### src/hdl/dqd_pkg.sv
// ----------------------------------------------------------------------------
// dqd_pkg: shared types and codes for the bounded deque
// Request and result payloads, operation and status codes, cell commands
// and controller states.
// ----------------------------------------------------------------------------
package dqd_pkg;

  // operation codes carried in the request kind field
  localparam logic [2:0] KIND_PUSH_FRONT = 3'd0;
  localparam logic [2:0] KIND_PUSH_BACK  = 3'd1;
  localparam logic [2:0] KIND_POP_BACK   = 3'd2;
  localparam logic [2:0] KIND_DEL_FIRST  = 3'd3;
  localparam logic [2:0] KIND_DEL_ALL    = 3'd4;

  // result status codes
  localparam logic [1:0] STAT_OK    = 2'd0;
  localparam logic [1:0] STAT_EMPTY = 2'd1;
  localparam logic [1:0] STAT_FULL  = 2'd2;

  typedef logic signed [31:0] value_t;

  typedef struct packed {
    logic [2:0] kind;
    value_t     value;
  } in_t;

  typedef struct packed {
    value_t     popped;
    logic [1:0] status;
    logic [4:0] removed_count;
    logic [4:0] occupancy;
  } out_t;

  // per-cycle command broadcast to every cell
  typedef enum logic [1:0] {
    CMD_HOLD,
    CMD_SHR,
    CMD_PUT,
    CMD_SCAN
  } cell_cmd_t;

  typedef struct packed {
    cell_cmd_t cmd;
    logic      put;
  } cell_ctl_t;

  typedef enum logic [1:0] {
    ST_IDLE,
    ST_SCAN,
    ST_RESP
  } state_t;

endpackage

### src/hdl/dqd_cell.sv
// ----------------------------------------------------------------------------
// dqd_cell: one storage cell of the deque chain
// Holds one entry and moves it to or from its neighbors as the broadcast
// command says.
// ----------------------------------------------------------------------------
module dqd_cell import dqd_pkg::*; #(
  parameter int IDX_W = 4
) (
  input  logic             clk,
  input  cell_ctl_t        ctl,
  input  logic [IDX_W-1:0] tgt,
  input  logic [IDX_W-1:0] my_idx,
  input  value_t           din,
  input  value_t           left_val,
  input  value_t           right_val,
  output value_t           val_o
);

  value_t val_r;
  value_t val_nxt;
  logic   hit;

  assign hit = (my_idx == tgt);

  // next entry value
  always_comb begin
    val_nxt = val_r;
    unique case (ctl.cmd)
      CMD_HOLD: val_nxt = val_r;
      CMD_SHR:  val_nxt = left_val;
      CMD_PUT:  if (hit) begin
        val_nxt = din;
      end
      CMD_SCAN: begin
        if (hit && ctl.put) begin
          val_nxt = din;
        end else begin
          val_nxt = right_val;
        end
      end
      default:  val_nxt = val_r;
    endcase
  end

  always_ff @(posedge clk) begin
    val_r <= val_nxt;
  end

  assign val_o = val_r;

endmodule

### src/hdl/dqd_ctrl.sv
// ----------------------------------------------------------------------------
// dqd_ctrl: deque controller
// Decodes requests, sequences the rotate-and-filter scan for pops and
// deletes, keeps the fill count and holds the result register.
// ----------------------------------------------------------------------------
module dqd_ctrl import dqd_pkg::*; #(
  parameter int CAPACITY = 16
) (
  input  logic                         clk,
  input  logic                         rst_n,
  input  logic                         in_valid,
  output logic                         in_stall,
  input  in_t                          in_data,
  output logic                         out_valid,
  input  logic                         out_stall,
  output out_t                         out_data,
  input  value_t                       head,
  output cell_ctl_t                    cell_ctl,
  output logic [$clog2(CAPACITY)-1:0]  cell_tgt,
  output value_t                       cell_din
);

  localparam int IDX_W = $clog2(CAPACITY);
  localparam int CNT_W = $clog2(CAPACITY + 1);
  localparam logic [CNT_W-1:0] CAP_CNT = CNT_W'(CAPACITY);

  state_t           state_r, state_nxt;
  logic [CNT_W-1:0] fill_r, fill_nxt;
  logic [CNT_W-1:0] n_r, n_nxt;
  logic [CNT_W-1:0] m_r, m_nxt;
  logic [CNT_W-1:0] k_r, k_nxt;
  logic [CNT_W-1:0] removed_r, removed_nxt;
  value_t           popped_r, popped_nxt;
  logic             found_r, found_nxt;
  logic [2:0]       op_r, op_nxt;
  value_t           val_r, val_nxt;
  out_t             res_r, res_nxt;
  logic             out_valid_r, out_valid_nxt;
  out_t             out_data_r, out_data_nxt;

  logic             slot_free;
  logic             scan_op;
  logic             last_step;
  logic             is_full;
  logic             del;
  logic             load_out;
  out_t             load_data;
  out_t             imm_res;
  logic [CNT_W-1:0] m_dec;
  logic [CNT_W-1:0] n_dec;

  // low five bits of a count, zero-extended when the count is narrower
  function automatic logic [4:0] to5(input logic [CNT_W-1:0] c);
    logic [CNT_W+4:0] e;
    e = {5'b0, c};
    return e[4:0];
  endfunction

  assign slot_free = !out_valid_r || !out_stall;
  assign is_full   = (fill_r == CAP_CNT);
  assign scan_op   = ((in_data.kind == KIND_POP_BACK) || (in_data.kind == KIND_DEL_FIRST) ||
                      (in_data.kind == KIND_DEL_ALL)) && (fill_r != '0);
  assign n_dec     = n_r - 1'b1;
  assign m_dec     = m_r - 1'b1;
  assign last_step = (k_r == n_dec);

  // head dropped on a match (delete first: first only), or on a pop when it is the back
  assign del = ((op_r == KIND_DEL_ALL) && (head == val_r)) ||
               ((op_r == KIND_DEL_FIRST) && (head == val_r) && !found_r) ||
               ((op_r == KIND_POP_BACK) && last_step);

  // next state
  always_comb begin
    state_nxt = state_r;
    unique case (state_r)
      ST_IDLE: if (in_valid) begin
        if (scan_op) begin
          state_nxt = ST_SCAN;
        end else if (!slot_free) begin
          state_nxt = ST_RESP;
        end
      end
      ST_SCAN: if (last_step) begin
        state_nxt = ST_RESP;
      end
      ST_RESP: if (slot_free) begin
        state_nxt = ST_IDLE;
      end
      default: state_nxt = ST_IDLE;
    endcase
  end

  // datapath control and result build
  always_comb begin
    cell_ctl    = '{cmd: CMD_HOLD, put: 1'b0};
    cell_tgt    = '0;
    cell_din    = in_data.value;
    fill_nxt    = fill_r;
    n_nxt       = n_r;
    m_nxt       = m_r;
    k_nxt       = k_r;
    removed_nxt = removed_r;
    popped_nxt  = popped_r;
    found_nxt   = found_r;
    op_nxt      = op_r;
    val_nxt     = val_r;
    res_nxt     = res_r;
    load_out    = 1'b0;
    load_data   = res_r;
    imm_res     = '{popped: '0, status: STAT_OK, removed_count: '0, occupancy: '0};
    unique case (state_r)
      ST_IDLE: if (in_valid) begin
        op_nxt      = in_data.kind;
        val_nxt     = in_data.value;
        n_nxt       = fill_r;
        m_nxt       = fill_r;
        k_nxt       = '0;
        removed_nxt = '0;
        popped_nxt  = '0;
        found_nxt   = 1'b0;
        unique case (in_data.kind) inside
          KIND_PUSH_FRONT: begin
            if (is_full) begin
              imm_res.status = STAT_FULL;
            end else begin
              cell_ctl = '{cmd: CMD_SHR, put: 1'b1};
              fill_nxt = fill_r + 1'b1;
            end
          end
          KIND_PUSH_BACK: begin
            if (is_full) begin
              imm_res.status = STAT_FULL;
            end else begin
              cell_ctl = '{cmd: CMD_PUT, put: 1'b1};
              cell_tgt = fill_r[IDX_W-1:0];
              fill_nxt = fill_r + 1'b1;
            end
          end
          KIND_POP_BACK, KIND_DEL_FIRST, KIND_DEL_ALL: begin
            if (fill_r == '0) begin
              imm_res.status = STAT_EMPTY;
            end
          end
          default: ;
        endcase
        imm_res.occupancy = to5(fill_nxt);
        if (!scan_op) begin
          res_nxt   = imm_res;
          load_out  = slot_free;
          load_data = imm_res;
        end
      end
      ST_SCAN: begin
        // rotate left by one; the front entry goes back in at the live tail unless dropped
        cell_ctl = '{cmd: CMD_SCAN, put: !del};
        cell_tgt = m_dec[IDX_W-1:0];
        cell_din = head;
        k_nxt    = k_r + 1'b1;
        if (del) begin
          m_nxt       = m_dec;
          removed_nxt = removed_r + 1'b1;
          found_nxt   = 1'b1;
          if (op_r == KIND_POP_BACK) begin
            popped_nxt = head;
          end
        end
        if (last_step) begin
          fill_nxt = m_nxt;
          res_nxt  = '{popped: popped_nxt, status: STAT_OK,
                       removed_count: to5(removed_nxt), occupancy: to5(m_nxt)};
        end
      end
      ST_RESP: begin
        load_out  = slot_free;
        load_data = res_r;
      end
      default: ;
    endcase
  end

  // result register
  always_comb begin
    out_valid_nxt = out_valid_r;
    out_data_nxt  = out_data_r;
    if (load_out) begin
      out_valid_nxt = 1'b1;
      out_data_nxt  = load_data;
    end else if (!out_stall) begin
      out_valid_nxt = 1'b0;
    end
  end

  always_ff @(posedge clk) begin
    if (!rst_n) begin
      state_r     <= ST_IDLE;
      fill_r      <= '0;
      out_valid_r <= 1'b0;
    end else begin
      state_r     <= state_nxt;
      fill_r      <= fill_nxt;
      out_valid_r <= out_valid_nxt;
    end
  end

  always_ff @(posedge clk) begin
    n_r        <= n_nxt;
    m_r        <= m_nxt;
    k_r        <= k_nxt;
    removed_r  <= removed_nxt;
    popped_r   <= popped_nxt;
    found_r    <= found_nxt;
    op_r       <= op_nxt;
    val_r      <= val_nxt;
    res_r      <= res_nxt;
    out_data_r <= out_data_nxt;
  end

  assign in_stall  = (state_r != ST_IDLE);
  assign out_valid = out_valid_r;
  assign out_data  = out_data_r;

`ifndef SYNTHESIS
  // fill count stays within capacity
  a_fill_bound: assert property (@(posedge clk) disable iff (!rst_n)
    fill_r <= CAP_CNT)
    else $error("fill count above capacity");

  // live count never drops below the entries still to be scanned
  a_live_cover: assert property (@(posedge clk) disable iff (!rst_n)
    (state_r == ST_SCAN) |-> (({1'b0, m_r} + {1'b0, k_r}) >= {1'b0, n_r}) && (m_r != '0))
    else $error("scan lost track of live entries");

  // pop and delete-first remove at most one entry
  a_single_remove: assert property (@(posedge clk) disable iff (!rst_n)
    ((state_r == ST_SCAN) && ((op_r == KIND_POP_BACK) || (op_r == KIND_DEL_FIRST)))
      |-> (removed_r <= CNT_W'(1)))
    else $error("more than one entry removed");

  // after a scan, kept plus removed equals what was held
  a_scan_balance: assert property (@(posedge clk) disable iff (!rst_n)
    ((state_r == ST_RESP) && ($past(state_r) == ST_SCAN)) |-> ((fill_r + removed_r) == n_r))
    else $error("scan count mismatch");
`endif

endmodule

### src/hdl/deque_with_delete_by_value_core.sv
// ----------------------------------------------------------------------------
// deque_with_delete_by_value_core: bounded deque with delete by value
// Ordered store of signed 32-bit values held in a chain of cells, front at
// cell zero, with push front/back, pop back, delete first and delete all.
// ----------------------------------------------------------------------------
// Usage:
//   in channel  : one request per accept (in_valid high, in_stall low) with an
//                 operation kind and a value; in_stall is high while the block
//                 is busy with a request.
//   out channel : exactly one result per request, in request order, held in
//                 an output register until taken (out_valid high, out_stall low).
// Latency and throughput:
//   pushes, unused kinds and pops or deletes on an empty store finish in the
//   accept cycle: one request per cycle while the output register drains.
//   pop back, delete first and delete all rotate the held entries once through
//   cell zero, one entry per cycle at a pace set by the single compare at the
//   front of the chain; the accept is followed by one scan step per entry held
//   and a hand-over of the result to the output register.
// Stall: a request finished while the previous result still waits is parked
//   and in_stall stays high until the output register frees up.
// Reset: rst_n low empties the store and drops any pending result; no
//   clearing pass is needed.
// ----------------------------------------------------------------------------
module deque_with_delete_by_value_core import dqd_pkg::*; #(
  parameter int CAPACITY = 16
) (
  input  logic clk,
  input  logic rst_n,
  input  logic in_valid,
  output logic in_stall,
  input  in_t  in_data,
  output logic out_valid,
  input  logic out_stall,
  output out_t out_data
);

  localparam int IDX_W = $clog2(CAPACITY);

  cell_ctl_t        cell_ctl;
  logic [IDX_W-1:0] cell_tgt;
  value_t           cell_din;
  value_t           cell_val [CAPACITY];

  // controller
  dqd_ctrl #(
    .CAPACITY (CAPACITY)
  ) u_ctrl (
    .clk       (clk),
    .rst_n     (rst_n),
    .in_valid  (in_valid),
    .in_stall  (in_stall),
    .in_data   (in_data),
    .out_valid (out_valid),
    .out_stall (out_stall),
    .out_data  (out_data),
    .head      (cell_val[0]),
    .cell_ctl  (cell_ctl),
    .cell_tgt  (cell_tgt),
    .cell_din  (cell_din)
  );

  // chain of cells, front at index zero
  for (genvar i = 0; i < CAPACITY; i++) begin : g_cell
    value_t left_v;
    value_t right_v;

    if (i == 0) begin : g_first
      assign left_v = cell_din;
    end else begin : g_mid_l
      assign left_v = cell_val[i-1];
    end

    if (i == CAPACITY - 1) begin : g_last
      assign right_v = cell_din;
    end else begin : g_mid_r
      assign right_v = cell_val[i+1];
    end

    dqd_cell #(
      .IDX_W (IDX_W)
    ) u_cell (
      .clk       (clk),
      .ctl       (cell_ctl),
      .tgt       (cell_tgt),
      .my_idx    (IDX_W'(i)),
      .din       (cell_din),
      .left_val  (left_v),
      .right_val (right_v),
      .val_o     (cell_val[i])
    );
  end

endmodule

### config.mk
export PLATFORM = sky130hd
export DESIGN_NAME = deque_with_delete_by_value_core
export DESIGN_NICKNAME = d
export VERILOG_FILES = /design/src/hdl/dqd_pkg.sv /design/src/hdl/dqd_cell.sv /design/src/hdl/dqd_ctrl.sv /design/src/hdl/deque_with_delete_by_value_core.sv
export SDC_FILE = /design/constraint.sdc
export NUM_CORES = 2
export LEC_CHECK = 0
export ABC_AREA = 1
export BUFFER_PORTS_ARGS = -buffer_cell sky130_fd_sc_hd__buf_2
export CAP_MARGIN = 20
export CORE_ASPECT_RATIO = 1.1
export CORE_UTILIZATION = 31
export DETAILED_ROUTE_END_ITERATION = 8
export SYNTH_ARGS = -nofsm -noshare
export SYNTH_HDL_FRONTEND = slang
export SYNTH_SLANG_ARGS = --single-unit
### constraint.sdc
create_clock -name clk -period 8.1 [get_ports clk]
set_clock_uncertainty 0.15 [all_clocks]
set_input_delay 0.81 -clock clk [delete_from_list [all_inputs] [get_ports clk]]
set_output_delay 0.81 -clock clk [all_outputs]
set_load 0.02 [all_outputs]
==> flow_results.xml <==
<?xml version="1.0" encoding="UTF-8"?>
<metrics>
  <group name="finish">
    <metric name="final_common_cell" unit="">nand2_1</metric>
    <metric name="nets" unit="">4714</metric>
    <metric name="mostFrequentLayoutCells" unit="">nand2_1 (1,275), nand3_1 (946), edfxtp_1 (688), inv_1 (645), a21oi_1 (458)</metric>
    <metric name="layout.area.seq" unit="um^2">20820</metric>
    <metric name="n_fill_cell" unit="">12830</metric>
    <metric name="post_route_cells_drive_above_1_share" unit="%">7.395</metric>
    <metric name="multi_input_gate_area_in_the_final_layout" unit="um^2">14270</metric>
    <metric name="area_growth_synth_to_finish" unit="%">11.17</metric>
    <metric name="fin_area" unit="um^2">43350</metric>
  </group>
  <group name="placed_design">
    <metric name="post-dp-hpwl" unit="um">73040</metric>
    <metric name="finalWeightedCongestion" unit="">0.8231</metric>
    <metric name="buffer_ports.inserted" unit="">84</metric>
    <metric name="place_area" unit="um^2">40670</metric>
  </group>
  <group name="setup_path">
    <metric name="crit_chain" unit="">nor2_4, nand2_2, inv_2, nand3_2, inv_2, nand2_4, o22ai_4, nand2_2, nor2_4, nor2_1, nor2_4</metric>
    <metric name="cp.required" unit="ps">8200</metric>
    <metric name="worstPathBufferInverterCount" unit="">2</metric>
    <metric name="path_class" unit="">flop to flop</metric>
    <metric name="kind_of_launch_point_of_the_worst_setup_path" unit="">flop</metric>
    <metric name="critical_path.top_delay_family" unit="">simple AND/OR/NAND/NOR gates</metric>
    <metric name="max_stage_delay" unit="ps">750</metric>
    <metric name="critPathArrivalTime" unit="ps">4860</metric>
    <metric name="critical_path_fanout_max" unit="">42</metric>
    <metric name="critical-path-slowest-cell" unit="">nor2_4</metric>
    <metric name="crit_path_end_kind" unit="">flop</metric>
    <metric name="critical_path.most_common_cell" unit="">nor2_4</metric>
  </group>
  <group name="global_route">
    <metric name="first_global_vias" unit="">30100</metric>
    <metric name="grtUsageTotal" unit="%">17.19</metric>
    <metric name="grt_max_degree" unit="">206</metric>
    <metric name="globalRoute.totalOverflow" unit="">0</metric>
    <metric name="grt_first_pass_wirelength" unit="um">177300</metric>
    <metric name="grt_antenna_before_repair" unit="">1</metric>
  </group>
  <group name="route">
    <metric name="dr.first_iter.drc_count" unit="">3846</metric>
    <metric name="route.top_layer_used" unit="">met4</metric>
    <metric name="met3_wl_post_dr" unit="um">8981</metric>
    <metric name="met1Wirelength" unit="um">51750</metric>
    <metric name="routed_via_density" unit="">5.053</metric>
    <metric name="final_antenna_net_count" unit="">0</metric>
    <metric name="met2_wirelength" unit="um">48710</metric>
    <metric name="route.final.wire_length" unit="um">111600</metric>
    <metric name="routed-via-count" unit="">32290</metric>
    <metric name="drt_pre_antenna_iters" unit="">5</metric>
    <metric name="drt-wirelength-per-cell" unit="um">17.47</metric>
    <metric name="detail_route.drc_violations" unit="">0</metric>
  </group>
  <group name="clock_tree">
    <metric name="clock_latency" unit="ps">650</metric>
    <metric name="tritoncts" unit="">built</metric>
    <metric name="tritoncts_num_sinks" unit="">696</metric>
    <metric name="clk_path_buf_depth" unit="">3</metric>
    <metric name="post_cts.resized_instances" unit="">0</metric>
    <metric name="cts_setup_buffers" unit="">0</metric>
    <metric name="cts.htree.levels" unit="">3</metric>
    <metric name="cts.clk_slew.worst_paths" unit="ps">60</metric>
    <metric name="cts_root_buf" unit="">clkbuf_16</metric>
    <metric name="cts_hold_buffers" unit="">0</metric>
    <metric name="numCtsBuffers" unit="">80</metric>
  </group>
  <group name="logic_synthesis">
    <metric name="synth-main-ff-cell" unit="">edfxtp_1</metric>
    <metric name="synth_edf_count" unit="">688</metric>
    <metric name="synth.distinct_cells" unit="">42</metric>
    <metric name="per_instance_average_area_after_synthesis" unit="um^2">8.160</metric>
    <metric name="synthCells" unit="">4779</metric>
    <metric name="syn_nets" unit="">4825</metric>
    <metric name="netlist_area" unit="um^2">39000</metric>
    <metric name="synthArstFlopShare" unit="%">0</metric>
    <metric name="seq_area_frac_synth" unit="%">53.39</metric>
    <metric name="yosys_register_bits" unit="">696</metric>
    <metric name="yosysWarnings" unit="">0</metric>
  </group>
  <group name="floorplanning">
    <metric name="placement_rows" unit="">136</metric>
    <metric name="start_util" unit="%">31.22</metric>
    <metric name="die_area" unit="um^2">127200</metric>
    <metric name="width_of_the_die" unit="um">340.2</metric>
    <metric name="top_level_ports" unit="">85</metric>
    <metric name="floorplan.core_area" unit="um^2">124900</metric>
    <metric name="chipHeight" unit="um">374.0</metric>
  </group>
  <group name="sta">
    <metric name="rsz0062_at_grt" unit="">no</metric>
    <metric name="setup_viol" unit="">0</metric>
    <metric name="timing.final.max_slew_violations" unit="">0</metric>
    <metric name="layout_worst_path_cycle_share" unit="%">58.75</metric>
    <metric name="peak_freq" unit="MHz">210.1</metric>
    <metric name="setup_total_negative_slack" unit="ps">0</metric>
    <metric name="worst_pin_slew" unit="ps">1096</metric>
    <metric name="fin_crit" unit="ps">4759</metric>
    <metric name="max-slew-margin-rel" unit="%">26.73</metric>
    <metric name="final_hold_viol_count" unit="">0</metric>
  </group>
  <group name="power">
    <metric name="powerDensity" unit="nW/um^2">379.6</metric>
    <metric name="max-vdd-ir-drop" unit="V">0.0002593</metric>
    <metric name="static-leakage-power" unit="nW">18.63</metric>
  </group>
  <group name="run_status">
    <metric name="run_status" unit="">completed</metric>
  </group>
  <group name="hold_path">
    <metric name="min_path_type" unit="">primary input to flop</metric>
  </group>
  <group name="flow_run">
    <metric name="drv.max_cap_violation_count" unit="">0</metric>
  </group>
</metrics>
[metal layers]
metal / vias up / track usage [%]
li1: 15550 / -
met1: 15350 / 25.43
met2: 1254 / 25.87
met3: 136 / 2.718
met4: 0 / 4.493
met5: - / 0
[final cells by class]
class                      count  share of cell area (%)
tap                         1656                   4.779
clock inverter                39                  0.6898
clock buffer                 108                   5.074
multi-input combinational   3078                   32.91
inverter                     655                   5.671
antenna                        1                0.005772
timing repair buffer         157                   2.849
sequential                   696                   48.02
[worst register-to-register path: stages (launching register included)]
cell     delay, ps
dfxtp_1        410
nor2_4         210
nand2_2        100
inv_2          670
nand3_2        240
inv_2          170
nand2_4        310
o22ai_4        330
nand2_2        190
nor2_4         630
nor2_1         170
nor2_4         750
[worst paths after layout]
check,start,endpoint,slack (ps),cells past startpoint
worst max-delay path,u_ctrl.state_r[1]$_SDFFE_PN0P_,g_cell[3].u_cell.val_o[26]$_DFFE_PP_,3340,11
worst min-delay path,in_data[24],u_ctrl.val_r[24]$_DFFE_PP_,210,1
worst max register to register,u_ctrl.state_r[1]$_SDFFE_PN0P_,g_cell[3].u_cell.val_o[26]$_DFFE_PP_,3340,11
worst min register to register,u_ctrl.fill_r[2]$_SDFFE_PN0P_,u_ctrl.n_r[2]$_DFFE_PP_,340,0
[synthesized netlist by cell type (2+ instances only)]
cell type / number / area, um^2
o21ai_1: 2 / 10.01
inv_2: 7 / 26.28
xnor2_1: 27 / 236.5
a21oi_1: 458 / 2292
dfxtp_1: 8 / 160.2
nand2_4: 6 / 67.56
nor2_2: 6 / 37.54
buf_2: 177 / 885.9
nand3_1: 947 / 4740
nor2_4: 15 / 168.9
o22ai_1: 4 / 25.02
nor3_1: 2 / 10.01
nand2_1: 1278 / 4797
o22ai_4: 2 / 40.04
o21ai_2: 3 / 26.28
ha_1: 7 / 87.58
inv_1: 646 / 2425
buf_6: 4 / 45.04
xor2_1: 7 / 61.31
nand4_1: 5 / 31.28
clkinv_1: 2 / 7.510
o21a_1: 3 / 22.52
a31oi_1: 2 / 12.51
and2_1: 3 / 18.77
buf_4: 20 / 150.1
buf_1: 10 / 37.54
edfxtp_1: 688 / 20660
nand2_2: 14 / 87.58
clkbuf_1: 139 / 521.8
nor2_1: 142 / 533.0
nand3b_1: 3 / 22.52
o21ai_0: 132 / 660.6
[stage by stage]
stage | worst slack (ps) | power, mW | hold WS, ps | instances | utilization, %
final | 3341 | 16.46 | 207.6 | 6390 | 34.71
after detailed placement | 3010 | 12.88 | 324.1 | 6229 | 32.56
after CTS | 3245 | 16.45 | 176.1 | 6376 | 34.56
after floorplan | 2247 | 10.98 | 299.3 | 4779 | -
after global placement | 2969 | 12.71 | 320.2 | 6220 | 32.42
after global routing | 2940 | 17.50 | 201.3 | 6390 | 34.71
[power by group]
part | leakage, nW | total (mW) | internal [mW] | switching, mW
Clock | 1.23 | 3.55 | 2.01 | 1.54
Sequential | 6.58 | 6.76 | 6.06 | 0.700
Combinational | 10.8 | 6.15 | 1.74 | 4.41
[flip-flops by register name, summed over array words and instances, names as in the netlist, 2 cells and up]
name	cells
g_cell.u_cell.val_o	512
u_ctrl.fill_r	5
u_ctrl.k_r	5
u_ctrl.m_r	5
u_ctrl.n_r	5
u_ctrl.op_r	3
u_ctrl.out_data	44
u_ctrl.popped_r	32
u_ctrl.removed_r	5
u_ctrl.res_r	44
u_ctrl.state_r	2
u_ctrl.val_r	32
[cells by family after synthesis]
kind of cell	synth area share, %
flops	53.39
buf+inv	10.51
xor+xnor	0.7636
fa+ha+maj	0.2246
simple gates	27.05
compound gates	8.057
Power figures use the tool's default switching activity.
